File: src/hw/rtl/c3f_pkg.sv
// ----------------------------------------------------------------------------
// c3f_pkg
// Shared constants, types and kernel tables of the 3x3 image filter.
// ----------------------------------------------------------------------------
`timescale 1ns / 1ps

package c3f_pkg;

	localparam int MAX_WIDTH  = 1024;
	localparam int MAX_HEIGHT = 1024;

	localparam int DIM_W      = 11;
	localparam int CMP_W      = DIM_W + 1;
	localparam int COL_W      = $clog2(MAX_WIDTH);
	localparam int ROW_W      = $clog2(MAX_HEIGHT + 2);
	localparam int POS_W      = 10;
	localparam int SMP_W      = 8;
	localparam int NUM_CH     = 3;
	localparam int KSEL_W     = 3;
	localparam int NUM_KERN   = 5;
	localparam int NUM_TAPS   = 9;
	localparam int TAP_IDX_W  = 4;
	localparam int COEF_W     = 5;
	localparam int SUM_W      = 13;
	localparam int MAG_W      = SUM_W - 1;
	localparam int REC_W      = 13;
	localparam int SHF_W      = 4;
	localparam int PROD_W     = MAG_W + REC_W;
	localparam int CFG_IDX_W  = 2;
	localparam int CFG_DATA_W = DIM_W;

	localparam logic [DIM_W-1:0] RST_WIDTH  = 11'd640;
	localparam logic [DIM_W-1:0] RST_HEIGHT = 11'd480;
	localparam logic [SMP_W-1:0] SMP_MAX    = 8'd255;

	localparam logic [REC_W-1:0] REC_NINE  = 13'd3641;
	localparam logic [SHF_W-1:0] SHF_NINE  = 4'd15;
	localparam logic [REC_W-1:0] REC_THREE = 13'd5462;
	localparam logic [SHF_W-1:0] SHF_THREE = 4'd14;
	localparam logic [REC_W-1:0] REC_ONE   = 13'd1;
	localparam logic [SHF_W-1:0] SHF_SIXTN = 4'd4;
	localparam logic [SHF_W-1:0] SHF_NONE  = 4'd0;

	typedef enum logic [CFG_IDX_W-1:0] {
		REG_WIDTH  = 2'd0,
		REG_HEIGHT = 2'd1,
		REG_KERNEL = 2'd2,
		REG_COLOR  = 2'd3
	} cfg_reg_t;

	typedef enum logic [KSEL_W-1:0] {
		K_SMOOTH  = 3'd0,
		K_BLUR    = 3'd1,
		K_SHARPEN = 3'd2,
		K_MEAN    = 3'd3,
		K_EMBOSS  = 3'd4
	} kern_t;

	typedef logic [SMP_W-1:0] smp_t;
	typedef smp_t [NUM_CH-1:0] rgb_t;
	typedef rgb_t [2:0] column_t;
	typedef logic signed [SUM_W-1:0] sum_t;

	typedef struct packed {
		logic [POS_W-1:0] row;
		logic [POS_W-1:0] col;
		logic             last;
	} meta_t;

	typedef struct packed {
		smp_t  ch0;
		smp_t  ch1;
		smp_t  ch2;
		meta_t meta;
	} res_t;

	typedef struct packed {
		logic st_en;
		logic p_en;
		logic clr;
		logic zmask;
	} cell_ctl_t;

	typedef struct packed {
		logic [REC_W-1:0] rec;
		logic [SHF_W-1:0] sh;
	} scale_t;

	localparam logic signed [COEF_W-1:0] KCOEF [NUM_KERN][NUM_TAPS] = '{
		'{5'sd1, 5'sd1, 5'sd1, 5'sd1, 5'sd1, 5'sd1, 5'sd1, 5'sd1, 5'sd1},
		'{5'sd1, 5'sd2, 5'sd1, 5'sd2, 5'sd4, 5'sd2, 5'sd1, 5'sd2, 5'sd1},
		'{5'sd0, -5'sd2, 5'sd0, -5'sd2, 5'sd11, -5'sd2, 5'sd0, -5'sd2, 5'sd0},
		'{-5'sd1, -5'sd1, -5'sd1, -5'sd1, 5'sd9, -5'sd1, -5'sd1, -5'sd1, -5'sd1},
		'{5'sd0, -5'sd1, 5'sd0, 5'sd0, 5'sd0, 5'sd0, 5'sd0, 5'sd1, 5'sd0}
	};

	function automatic kern_t ksan(input logic [KSEL_W-1:0] raw);
		if (raw > KSEL_W'(K_EMBOSS))
			return K_SMOOTH;
		else
			return kern_t'(raw);
	endfunction

	function automatic logic signed [COEF_W-1:0] kcoef(input kern_t k,
		input logic [TAP_IDX_W-1:0] idx);
		return KCOEF[k][idx];
	endfunction

	// floor division by the kernel denominator as reciprocal multiply and shift
	function automatic scale_t kscale(input kern_t k);
		scale_t s;
		case (k)
			K_SMOOTH:  s = '{rec: REC_NINE, sh: SHF_NINE};
			K_BLUR:    s = '{rec: REC_ONE, sh: SHF_SIXTN};
			K_SHARPEN: s = '{rec: REC_THREE, sh: SHF_THREE};
			default:   s = '{rec: REC_ONE, sh: SHF_NONE};
		endcase
		return s;
	endfunction

endpackage

File: src/hw/rtl/c3f_scale.sv
// ----------------------------------------------------------------------------
// c3f_scale
// Column sum, clamp at zero, division by the kernel denominator, clamp at 255.
// ----------------------------------------------------------------------------
`timescale 1ns / 1ps

module c3f_scale (
	input  logic           clk,
	input  logic           en,
	input  c3f_pkg::kern_t kern,
	input  c3f_pkg::sum_t  part_a,
	input  c3f_pkg::sum_t  part_b,
	input  c3f_pkg::sum_t  part_c,
	output c3f_pkg::smp_t  q
);

	c3f_pkg::sum_t              sum_s3;
	c3f_pkg::scale_t            sc;
	logic [c3f_pkg::MAG_W-1:0]  mag;
	logic [c3f_pkg::PROD_W-1:0] prod;
	logic [c3f_pkg::PROD_W-1:0] quo;

	always_ff @(posedge clk) begin
		if (en)
			sum_s3 <= part_a + part_b + part_c;
	end

	always_comb begin
		sc   = c3f_pkg::kscale(kern);
		mag  = sum_s3[c3f_pkg::MAG_W-1:0];
		prod = c3f_pkg::PROD_W'(mag) * c3f_pkg::PROD_W'(sc.rec);
		quo  = prod >> sc.sh;
		if (sum_s3[c3f_pkg::SUM_W-1])
			q = '0;
		else if (quo > c3f_pkg::PROD_W'(c3f_pkg::SMP_MAX))
			q = c3f_pkg::SMP_MAX;
		else
			q = quo[c3f_pkg::SMP_W-1:0];
	end

endmodule

File: config.mk
export PLATFORM = sky130hd
export DESIGN_NAME = c3f_scale
export DESIGN_NICKNAME = d
export VERILOG_FILES = /design/src/hw/rtl/c3f_pkg.sv /design/src/hw/rtl/c3f_scale.sv
export SDC_FILE = /design/constraint.sdc
export NUM_CORES = 1
export LEC_CHECK = 0
export ABC_AREA = 1
export BUFFER_PORTS_ARGS = -buffer_cell sky130_fd_sc_hd__buf_2
export CORE_ASPECT_RATIO = 1.25
export CORE_UTILIZATION = 57
export DETAILED_ROUTE_END_ITERATION = 10
export GPL_TIMING_DRIVEN = 0
export PLACE_DENSITY = 0.79
export SYNTH_ARGS = -nofsm -noshare
export SYNTH_HDL_FRONTEND = slang
export SYNTH_SLANG_ARGS = --single-unit
File: constraint.sdc
create_clock -name clk -period 6.6 [get_ports clk]
set_input_delay 0.66 -clock clk [delete_from_list [all_inputs] [get_ports clk]]
set_output_delay 0.66 -clock clk [all_outputs]
set_load 0.01 [all_outputs]
==> results.cfg <==
[setup_path]
path_max_fanout = 8
cp_data_required_time_ps = 5940
worstSetupPathType = input pin to primary output
end_kind = primary output
slowest_stage = fa_1
critPathArrivalTime_ps = 6560
cp-start-kind = input pin
cp_slowest_stage_delay_ps = 560

[global_route]
groute.usage.overall = 0.324
gr-total-overflow = 0
grt_max_degree = 14
grt_pass1_vias = 6301
grt_pass1_wl_um = 30000
antenna_found_initial = 0

[die]
die_area_um2 = 11800
start_util = 0.587
die_h_um = 121
rows = 43
io_pins = 52
die_w_um = 97.5
core-area_um2 = 11100

[timing]
min_period_ps = 7220
setup_viol = 8
setup_slack_ps = -615
hold_ws_ps = 833
maxSlewHeadroom = 0.616
timing.final.crit_share = 1.09
setup_tns_ps = -4460
rsz0062_at_grt = yes
worstMarginPinSlew_ps = 574
drv_slew = 0
timing.fmax_mhz = 139
hold_viol = 0

[worst_hold_path]
holdCritPathClass = input pin to flop

[cells_and_area]
top_register = sum_s3
final_cells = 1148
nNetsFinal = 1238
final_common_cell = inv_1
diodes = 0
drive_above_1_share = 0.280
nFillCells = 821
reg_top3 = sum_s3 (13)
mostFrequentLayoutCells = inv_1 (222), nand2_1 (144), fa_1 (90)
finish.instance_area_um2 = 8180
area_delta_synth_final_pct = 25.8
largest_reg_flops = 13

[logic_synthesis]
synth_cells = 892
synth_top_cell_by_area = fa_1
synth_area_um2 = 6500
yosys-top-cells-area = fa_1 (30%), ha_1 (16%), inv_1 (14%)
syn_nets = 1116
synth_edf_count = 13
ys_warn_count = 0
ys_async_sr_fraction = 0
ys_seq_area_frac = 0.0600
synth_top_area_share = 0.299
avgSynthCellArea_um2 = 7.29
synthDistinctLibCells = 40
synth_seq_cells = 13
ys.flop_type = edfxtp_1

[clocking]
clock_path_buffers = 2
cts_tree = done
numCtsBuffers = 3
cts.clk_slew.worst_paths_ps = 50
cts_root_buffer = clkbuf_16
cts.sinks = 13
cts_max_level = 1

[routing]
wirelength_um = 19400
routedWlPerCell_um = 16.9
drc = 0
viasPerCell = 5.59
vias = 6413
drt_first_pass_iters = 5
postRouteAntennaNets = 0
drt-initial-drc-count = 680

[place]
placed_area_um2 = 7040
port_buffers = 50
hpwl_um = 14600
placedCellCount = 1077
gp_congestion = 0.954

[pwr]
vdd_drop_max_mv = 0.279
p_per_area_nw_per_um2 = 383
power.leakage_nw = 4.37

[job]
max_cap_viol_count = 0

[status]
violations = setup timing
status = complete, but fails checks
per-stage QoR:
step	power, W	util	setup WS, ps
after floorplan	0.00184	-	16.5
after global placement	0.00231	0.636	-1080
after detailed placement	0.00234	0.636	-1110
after CTS	0.00275	0.717	-366
after global routing	0.00338	0.738	-803
final	0.00313	0.738	-615
power breakdown:
group | total (W) | internal, W | switching, W
logic | 0.00287 | 0.00109 | 0.00178
registers | 0.000143 | 0.000125 | 0.0000182
clock network | 0.000117 | 0.0000817 | 0.0000357
total | 0.00313 | 0.00130 | 0.00183
per-layer routing:
metal  up-vias  routed length (µm)  GRT usage  share of wire
li1       2972                   -          -              -
met1      2977                7030      0.386           0.36
met2       363                9900      0.593           0.51
met3       101                1300     0.0236          0.067
met4         0                1210      0.152          0.062
met5         -                   0          0              0
synth_stat cells (2+ instances only):
cell	n
o211ai_1	3
a21oi_1	29
nor2_4	3
buf_2	4
o21ai_2	2
inv_2	7
nor2_1	76
fa_1	97
o21ai_0	13
buf_4	2
nand3_2	6
nor3_2	2
and2_1	2
xor2_1	9
nand3_1	55
inv_1	239
ha_1	83
o2111ai_1	2
o221ai_1	3
nand2_2	17
nand2_1	169
nand4_1	22
buf_1	2
nor2_2	8
edfxtp_1	13
xnor2_1	7
o21bai_1	4
final timing paths:
kind,start,end,cells past startpoint
min,en,sum_s3[5]$_DFFE_PP_,1
max,kern[0],q[3],36
critical path, delay by kind of cell:
kind / cells / cell delay (ps)
adders and majority gates: 6 / 2630
buffers and inverters: 13 / 1260
and+or+nand+nor: 17 / 1980
area by class of cell:
cell class	instances	area [µm²]	area share
Multi-Input combinational cell	624	5710	0.698
Inverter	246	935	0.114
Timing Repair Buffer	118	813	0.0994
Sequential cell	13	390	0.0477
Tap cell	135	169	0.0206
Buffer	8	86.3	0.0106
Clock buffer	4	78.8	0.00964
cells by family after synthesis:
kind of cell    after synthesis  share of synthesized area
buf+inv                     255                      0.149
simple gates                365                      0.253
xor+xnor                     16                     0.0216
flops                        13                     0.0600
other cells                   1                   0.000577
compound gates               62                     0.0570
fa+ha+maj                   180                      0.458
what timing repair did:
action / CTS / global route
resized for setup: 94 / 55
hold endpoints to repair: 0 / 0
pin swaps: 50 / 34
endpoints found under the setup margin: 8 / 8
hold buffers: 0 / 0
buffers inserted: 66 / 6
Note: power is estimated with default switching activity, not from simulation.
