<file path="src/hw/rtl/c3f_pkg.sv">
// ----------------------------------------------------------------------------
// c3f_pkg
// Shared constants, types and kernel tables of the 3x3 image filter.
// ----------------------------------------------------------------------------
`timescale 1ns / 1ps

package c3f_pkg;

	localparam int MAX_WIDTH  = 1024;
	localparam int MAX_HEIGHT = 1024;

	localparam int DIM_W      = 11;
	localparam int CMP_W      = DIM_W + 1;
	localparam int COL_W      = $clog2(MAX_WIDTH);
	localparam int ROW_W      = $clog2(MAX_HEIGHT + 2);
	localparam int POS_W      = 10;
	localparam int SMP_W      = 8;
	localparam int NUM_CH     = 3;
	localparam int KSEL_W     = 3;
	localparam int NUM_KERN   = 5;
	localparam int NUM_TAPS   = 9;
	localparam int TAP_IDX_W  = 4;
	localparam int COEF_W     = 5;
	localparam int SUM_W      = 13;
	localparam int MAG_W      = SUM_W - 1;
	localparam int REC_W      = 13;
	localparam int SHF_W      = 4;
	localparam int PROD_W     = MAG_W + REC_W;
	localparam int CFG_IDX_W  = 2;
	localparam int CFG_DATA_W = DIM_W;

	localparam logic [DIM_W-1:0] RST_WIDTH  = 11'd640;
	localparam logic [DIM_W-1:0] RST_HEIGHT = 11'd480;
	localparam logic [SMP_W-1:0] SMP_MAX    = 8'd255;

	localparam logic [REC_W-1:0] REC_NINE  = 13'd3641;
	localparam logic [SHF_W-1:0] SHF_NINE  = 4'd15;
	localparam logic [REC_W-1:0] REC_THREE = 13'd5462;
	localparam logic [SHF_W-1:0] SHF_THREE = 4'd14;
	localparam logic [REC_W-1:0] REC_ONE   = 13'd1;
	localparam logic [SHF_W-1:0] SHF_SIXTN = 4'd4;
	localparam logic [SHF_W-1:0] SHF_NONE  = 4'd0;

	typedef enum logic [CFG_IDX_W-1:0] {
		REG_WIDTH  = 2'd0,
		REG_HEIGHT = 2'd1,
		REG_KERNEL = 2'd2,
		REG_COLOR  = 2'd3
	} cfg_reg_t;

	typedef enum logic [KSEL_W-1:0] {
		K_SMOOTH  = 3'd0,
		K_BLUR    = 3'd1,
		K_SHARPEN = 3'd2,
		K_MEAN    = 3'd3,
		K_EMBOSS  = 3'd4
	} kern_t;

	typedef logic [SMP_W-1:0] smp_t;
	typedef smp_t [NUM_CH-1:0] rgb_t;
	typedef rgb_t [2:0] column_t;
	typedef logic signed [SUM_W-1:0] sum_t;

	typedef struct packed {
		logic [POS_W-1:0] row;
		logic [POS_W-1:0] col;
		logic             last;
	} meta_t;

	typedef struct packed {
		smp_t  ch0;
		smp_t  ch1;
		smp_t  ch2;
		meta_t meta;
	} res_t;

	typedef struct packed {
		logic st_en;
		logic p_en;
		logic clr;
		logic zmask;
	} cell_ctl_t;

	typedef struct packed {
		logic [REC_W-1:0] rec;
		logic [SHF_W-1:0] sh;
	} scale_t;

	localparam logic signed [COEF_W-1:0] KCOEF [NUM_KERN][NUM_TAPS] = '{
		'{5'sd1, 5'sd1, 5'sd1, 5'sd1, 5'sd1, 5'sd1, 5'sd1, 5'sd1, 5'sd1},
		'{5'sd1, 5'sd2, 5'sd1, 5'sd2, 5'sd4, 5'sd2, 5'sd1, 5'sd2, 5'sd1},
		'{5'sd0, -5'sd2, 5'sd0, -5'sd2, 5'sd11, -5'sd2, 5'sd0, -5'sd2, 5'sd0},
		'{-5'sd1, -5'sd1, -5'sd1, -5'sd1, 5'sd9, -5'sd1, -5'sd1, -5'sd1, -5'sd1},
		'{5'sd0, -5'sd1, 5'sd0, 5'sd0, 5'sd0, 5'sd0, 5'sd0, 5'sd1, 5'sd0}
	};

	function automatic kern_t ksan(input logic [KSEL_W-1:0] raw);
		if (raw > KSEL_W'(K_EMBOSS))
			return K_SMOOTH;
		else
			return kern_t'(raw);
	endfunction

	function automatic logic signed [COEF_W-1:0] kcoef(input kern_t k,
		input logic [TAP_IDX_W-1:0] idx);
		return KCOEF[k][idx];
	endfunction

	// floor division by the kernel denominator as reciprocal multiply and shift
	function automatic scale_t kscale(input kern_t k);
		scale_t s;
		case (k)
			K_SMOOTH:  s = '{rec: REC_NINE, sh: SHF_NINE};
			K_BLUR:    s = '{rec: REC_ONE, sh: SHF_SIXTN};
			K_SHARPEN: s = '{rec: REC_THREE, sh: SHF_THREE};
			default:   s = '{rec: REC_ONE, sh: SHF_NONE};
		endcase
		return s;
	endfunction

endpackage

</file>
<file path="src/hw/rtl/c3f_col_cell.sv">
// ----------------------------------------------------------------------------
// c3f_col_cell
// One window column: holds three taps, passes them on, forms its partial sums.
// ----------------------------------------------------------------------------
`timescale 1ns / 1ps

module c3f_col_cell (
	input  logic               clk,
	input  c3f_pkg::cell_ctl_t ctl,
	input  c3f_pkg::kern_t     kern,
	input  logic [1:0]         col_idx,
	input  c3f_pkg::column_t   din,
	output c3f_pkg::column_t   dout,
	output c3f_pkg::sum_t      part_s2 [c3f_pkg::NUM_CH]
);

	c3f_pkg::column_t col_q;
	c3f_pkg::sum_t    part_d [c3f_pkg::NUM_CH];

	assign dout = col_q;

	always_comb begin
		c3f_pkg::sum_t                     tap;
		c3f_pkg::sum_t                     coef;
		logic signed [c3f_pkg::COEF_W-1:0] craw;
		logic [c3f_pkg::TAP_IDX_W-1:0]     idx;
		for (int c = 0; c < c3f_pkg::NUM_CH; c++) begin
			part_d[c] = '0;
			for (int r = 0; r < 3; r++) begin
				idx  = c3f_pkg::TAP_IDX_W'(3 * r) + c3f_pkg::TAP_IDX_W'(col_idx);
				craw = c3f_pkg::kcoef(kern, idx);
				coef = {{(c3f_pkg::SUM_W - c3f_pkg::COEF_W){craw[c3f_pkg::COEF_W-1]}}, craw};
				if (ctl.zmask)
					tap = '0;
				else
					tap = {{(c3f_pkg::SUM_W - c3f_pkg::SMP_W){1'b0}}, din[r][c]};
				part_d[c] = part_d[c] + tap * coef;
			end
		end
	end

	always_ff @(posedge clk) begin
		if (ctl.st_en)
			col_q <= ctl.clr ? '0 : din;
		if (ctl.p_en) begin
			for (int c = 0; c < c3f_pkg::NUM_CH; c++)
				part_s2[c] <= part_d[c];
		end
	end

endmodule

</file>
<file path="config.mk">
export PLATFORM = sky130hd
export DESIGN_NAME = c3f_col_cell
export DESIGN_NICKNAME = d
export VERILOG_FILES = /design/src/hw/rtl/c3f_pkg.sv /design/src/hw/rtl/c3f_col_cell.sv
export SDC_FILE = /design/constraint.sdc
export NUM_CORES = 1
export LEC_CHECK = 0
export ABC_AREA = 1
export BUFFER_PORTS_ARGS = -buffer_cell sky130_fd_sc_hd__buf_2
export CORE_ASPECT_RATIO = 0.5
export CORE_MARGIN = 2
export CORE_UTILIZATION = 40
export DETAILED_ROUTE_END_ITERATION = 8
export PLACE_DENSITY = 0.7
export RECOVER_POWER = 100
export SYNTH_ARGS = -nofsm -noshare
export SYNTH_HDL_FRONTEND = slang
export SYNTH_SLANG_ARGS = --single-unit
</file>
<file path="constraint.sdc">
create_clock -name clk -period 5.9 [get_ports clk]
set_input_delay 0.295 -clock clk [delete_from_list [all_inputs] [get_ports clk]]
set_output_delay 0.295 -clock clk [all_outputs]
set_load 0.02 [all_outputs]
</file>
==> results.rst <==
.. list-table::
   :header-rows: 1

   * - Metric
     - Value
   * - Root buffer selected by CTS
     - clkbuf_16
   * - Final standard cell area without fillers
     - 20600 sq um
   * - Pin slew with the least headroom to its limit
     - 3880 ps
   * - Netlist area before placement
     - 17300 sq um
   * - CTS H-tree lvls
     - 3
   * - Category of the most critical setup path
     - primary input to flip-flop
   * - Post-placement setup slack
     - -299 ps
   * - Launch instance of the worst min-delay path
     - din[29]
   * - Pin count of the biggest net entering global routing
     - 73
   * - DR pass1 iterations
     - 5
   * - CP Data Arrival Time
     - 5800 ps
   * - Max-Slew Margin vs Limit
     - -159%
   * - Worst endpoint required time
     - 6050 ps
   * - Post-detailed-route via-to-cell ratio
     - 4.65
   * - Flip-flop and latch count after synthesis
     - 111
   * - Overall power consumption
     - 8.14 mW
   * - Placed cell count
     - 2932
   * - Full die area
     - 45100 sq um
   * - Outcome
     - complete, but fails checks
   * - Critical Path Slowest Stage Cell
     - fa_1
   * - Cts-stage hold buffer count
     - 0
   * - Longest Clk Path Bufs
     - 2
   * - Count of unique library cells instantiated by Yosys
     - 40
   * - Post-Route WL
     - 43900 um
   * - Worst setup slack after layout
     - 250 ps
   * - Placed standard-cell area
     - 20200 sq um
   * - Sequential area share after synthesis
     - 19.2%
   * - Number of synthesis warnings
     - 0
   * - Post-Syn Instances
     - 2037
   * - CTS tree
     - built
   * - Area of the core region
     - 42400 sq um
   * - Standby leakage power
     - 10.9 nW
   * - Total half-perimeter wirelength after legalization and detailed placement
     - 37300 um
   * - First DRT Iteration DRCs
     - 751
   * - Global Route Usage Sum
     - 20.4%
   * - Final count of hold timing violations
     - 0
   * - Total setup violations reported at the end of the flow
     - 0
   * - Number of antenna-violating nets in the routed design
     - 0
   * - Fraction of layout instances using a drive strength above 1
     - 14.1%
   * - CP Buf/Inv Count
     - 6
   * - Starting utilization of the core area
     - 40.9%
   * - TritonCTS buffer count
     - 9
   * - Final cell count without fillers
     - 2950
   * - Finished Core Util
     - 48.6%
   * - Antenna Cells
     - 0
   * - Total number of nets in the final design
     - 2895
   * - Number of antenna violations at the first check in global routing
     - 0
   * - Critical Path End Type
     - flip-flop
   * - Stage delay of the slowest cell on the critical path
     - 550 ps
   * - DR WL/cell
     - 14.9 um
   * - I/O pin count
     - 193
   * - Number of placement rows
     - 53
   * - Startpoint of the most critical setup path
     - kern[0]
   * - Failing checks
     - capacitance limit, slew limit
   * - Maximum net fanout on the critical path
     - 7
   * - Wire length of the first global-routing pass
     - 71900 um
   * - Most used cell along the critical path
     - fa_1
   * - Fill cell count
     - 3998
   * - Period utilization
     - 95.8%
   * - Commonest cells after routing, fill and taps aside
     - inv_1 (586), nor2_1 (310), nand2_1 (308)
   * - Number of global-route vias before repair
     - 14.6k
   * - Port Buffers
     - 192
   * - Power per standard cell area
     - 395 nW/um^2
   * - Post-Syn Nets
     - 2564
   * - Clock-pin slew on the worst setup and hold paths
     - 90 ps
   * - Crit path launch type
     - primary input
   * - Number of pins with negative max-slew slack in the final report
     - 186
   * - CP delay by family, top
     - adder cells
   * - Worst supply voltage drop on vdd
     - 275 uV
   * - Achievable Freq
     - 177 MHz
   * - Residual DRC count
     - 0
   * - Most common cell after layout, fill and taps aside
     - inv_1
   * - Avg Inst Size Synth
     - 8.50 sq um
   * - Overflow left after global routing
     - 0
   * - Clock period minus final worst setup slack
     - 5650 ps
   * - Layout-stage area growth over the synthesis result
     - 18.9%
   * - Number of maximum-capacitance violations
     - 3
   * - Routability congestion estimate from global placement
     - 0.940
   * - Chip Width
     - 298 um
   * - Classification of the worst-slack hold path
     - primary input to flip-flop
   * - Total via count in the routed design
     - 13.7k
   * - Height of the die
     - 151 um
   * - Number of sinks on the clock net
     - 111
synth_stat cells, drive strengths merged:
| cell type | number | area (sq um) |
|---|---|---|
| inv | 597 | 2240 |
| nand2 | 316 | 1200 |
| nor2 | 315 | 1180 |
| fa | 297 | 5950 |
| ha | 148 | 1850 |
| edfxtp | 111 | 3330 |
| nand3 | 53 | 313 |
| a21oi | 31 | 163 |
| buf | 27 | 155 |
| xor2 | 26 | 228 |
| o21ai | 24 | 128 |
| clkbuf | 22 | 82.6 |
| nor3 | 20 | 100 |
| xnor2 | 14 | 123 |
| nand2b | 6 | 37.5 |
| a21o | 5 | 37.5 |
| or2 | 5 | 31.3 |
| a31oi | 4 | 31.3 |
| a211oi | 3 | 22.5 |
| nand3b | 3 | 22.5 |
| a21boi | 2 | 15.0 |
| nor3b | 2 | 15.0 |
| o21bai | 2 | 22.5 |
| and3 | 1 | 6.26 |
| o211ai | 1 | 7.51 |
| o21a | 1 | 7.51 |
| o31ai | 1 | 7.51 |
through the flow:
| step | TNS [ps] | hold WS [ps] |
|---|---|---|
| final | 0 | 204 |
| after global routing | -31.3 | 211 |
| after CTS | 0 | 196 |
| after detailed placement | -4770 | 598 |
| after global placement | -3150 | 587 |
| after floorplan | 0 | 407 |
logic make-up (layout without fill, tap and decap cells):
family	after synthesis	count (layout)	share of synthesized area, %
XOR/XNOR	40	40	2.02
adder cells (fa/ha/maj)	445	445	45.0
flip-flops	111	111	19.2
AO/OA/AOI/OAI	74	74	2.55
AND/OR/NAND/NOR	721	721	16.8
buffers and inverters	646	982	14.3
metal layers:
metal  vias to the layer above  global-route usage, %  wire (um)
met5                         -                      0          0
li1                       6575                      -          -
met2                       322                   39.4      23300
met3                        90                   3.03       2010
met1                      6727                   23.3      17100
met4                         0                   6.88       1370
repair_timing:
item | CTS | global route
buffers inserted | 0 | 1
setup endpoints to repair | 0 | 21
endpoints found under the hold margin | 0 | 0
resized for setup | 0 | 46
report_power, final:
| group | internal [mW] | switching [mW] | leakage, nW |
|---|---|---|---|
| combinational | 2.79 | 3.40 | 9.69 |
| sequential | 1.24 | 0.0461 | 1.08 |
| clock | 0.302 | 0.351 | 0.143 |
| total | 4.34 | 3.80 | 10.9 |
final timing paths:
path / to / slack [ps] / cells after the start
worst max-delay path: part_s2[22] / 250 / 26
worst min-delay path: dout[29] / 200 / 3
area by class of cell:
class / instances / area [sq um] / share of cell area, %
multi-input combinational: 1280 / 11700 / 56.7
sequential: 111 / 3330 / 16.2
timing repair buffer: 369 / 2310 / 11.2
inverter: 597 / 2250 / 10.9
tap: 577 / 722 / 3.51
clock buffer: 9 / 225 / 1.09
clock inverter: 7 / 72.6 / 0.353
state kept, by name, summed over array words and instances, names as in the netlist:
signal,flops
dout,72
part_s2,39
No activity file was read; power rests on OpenSTA's default activity.
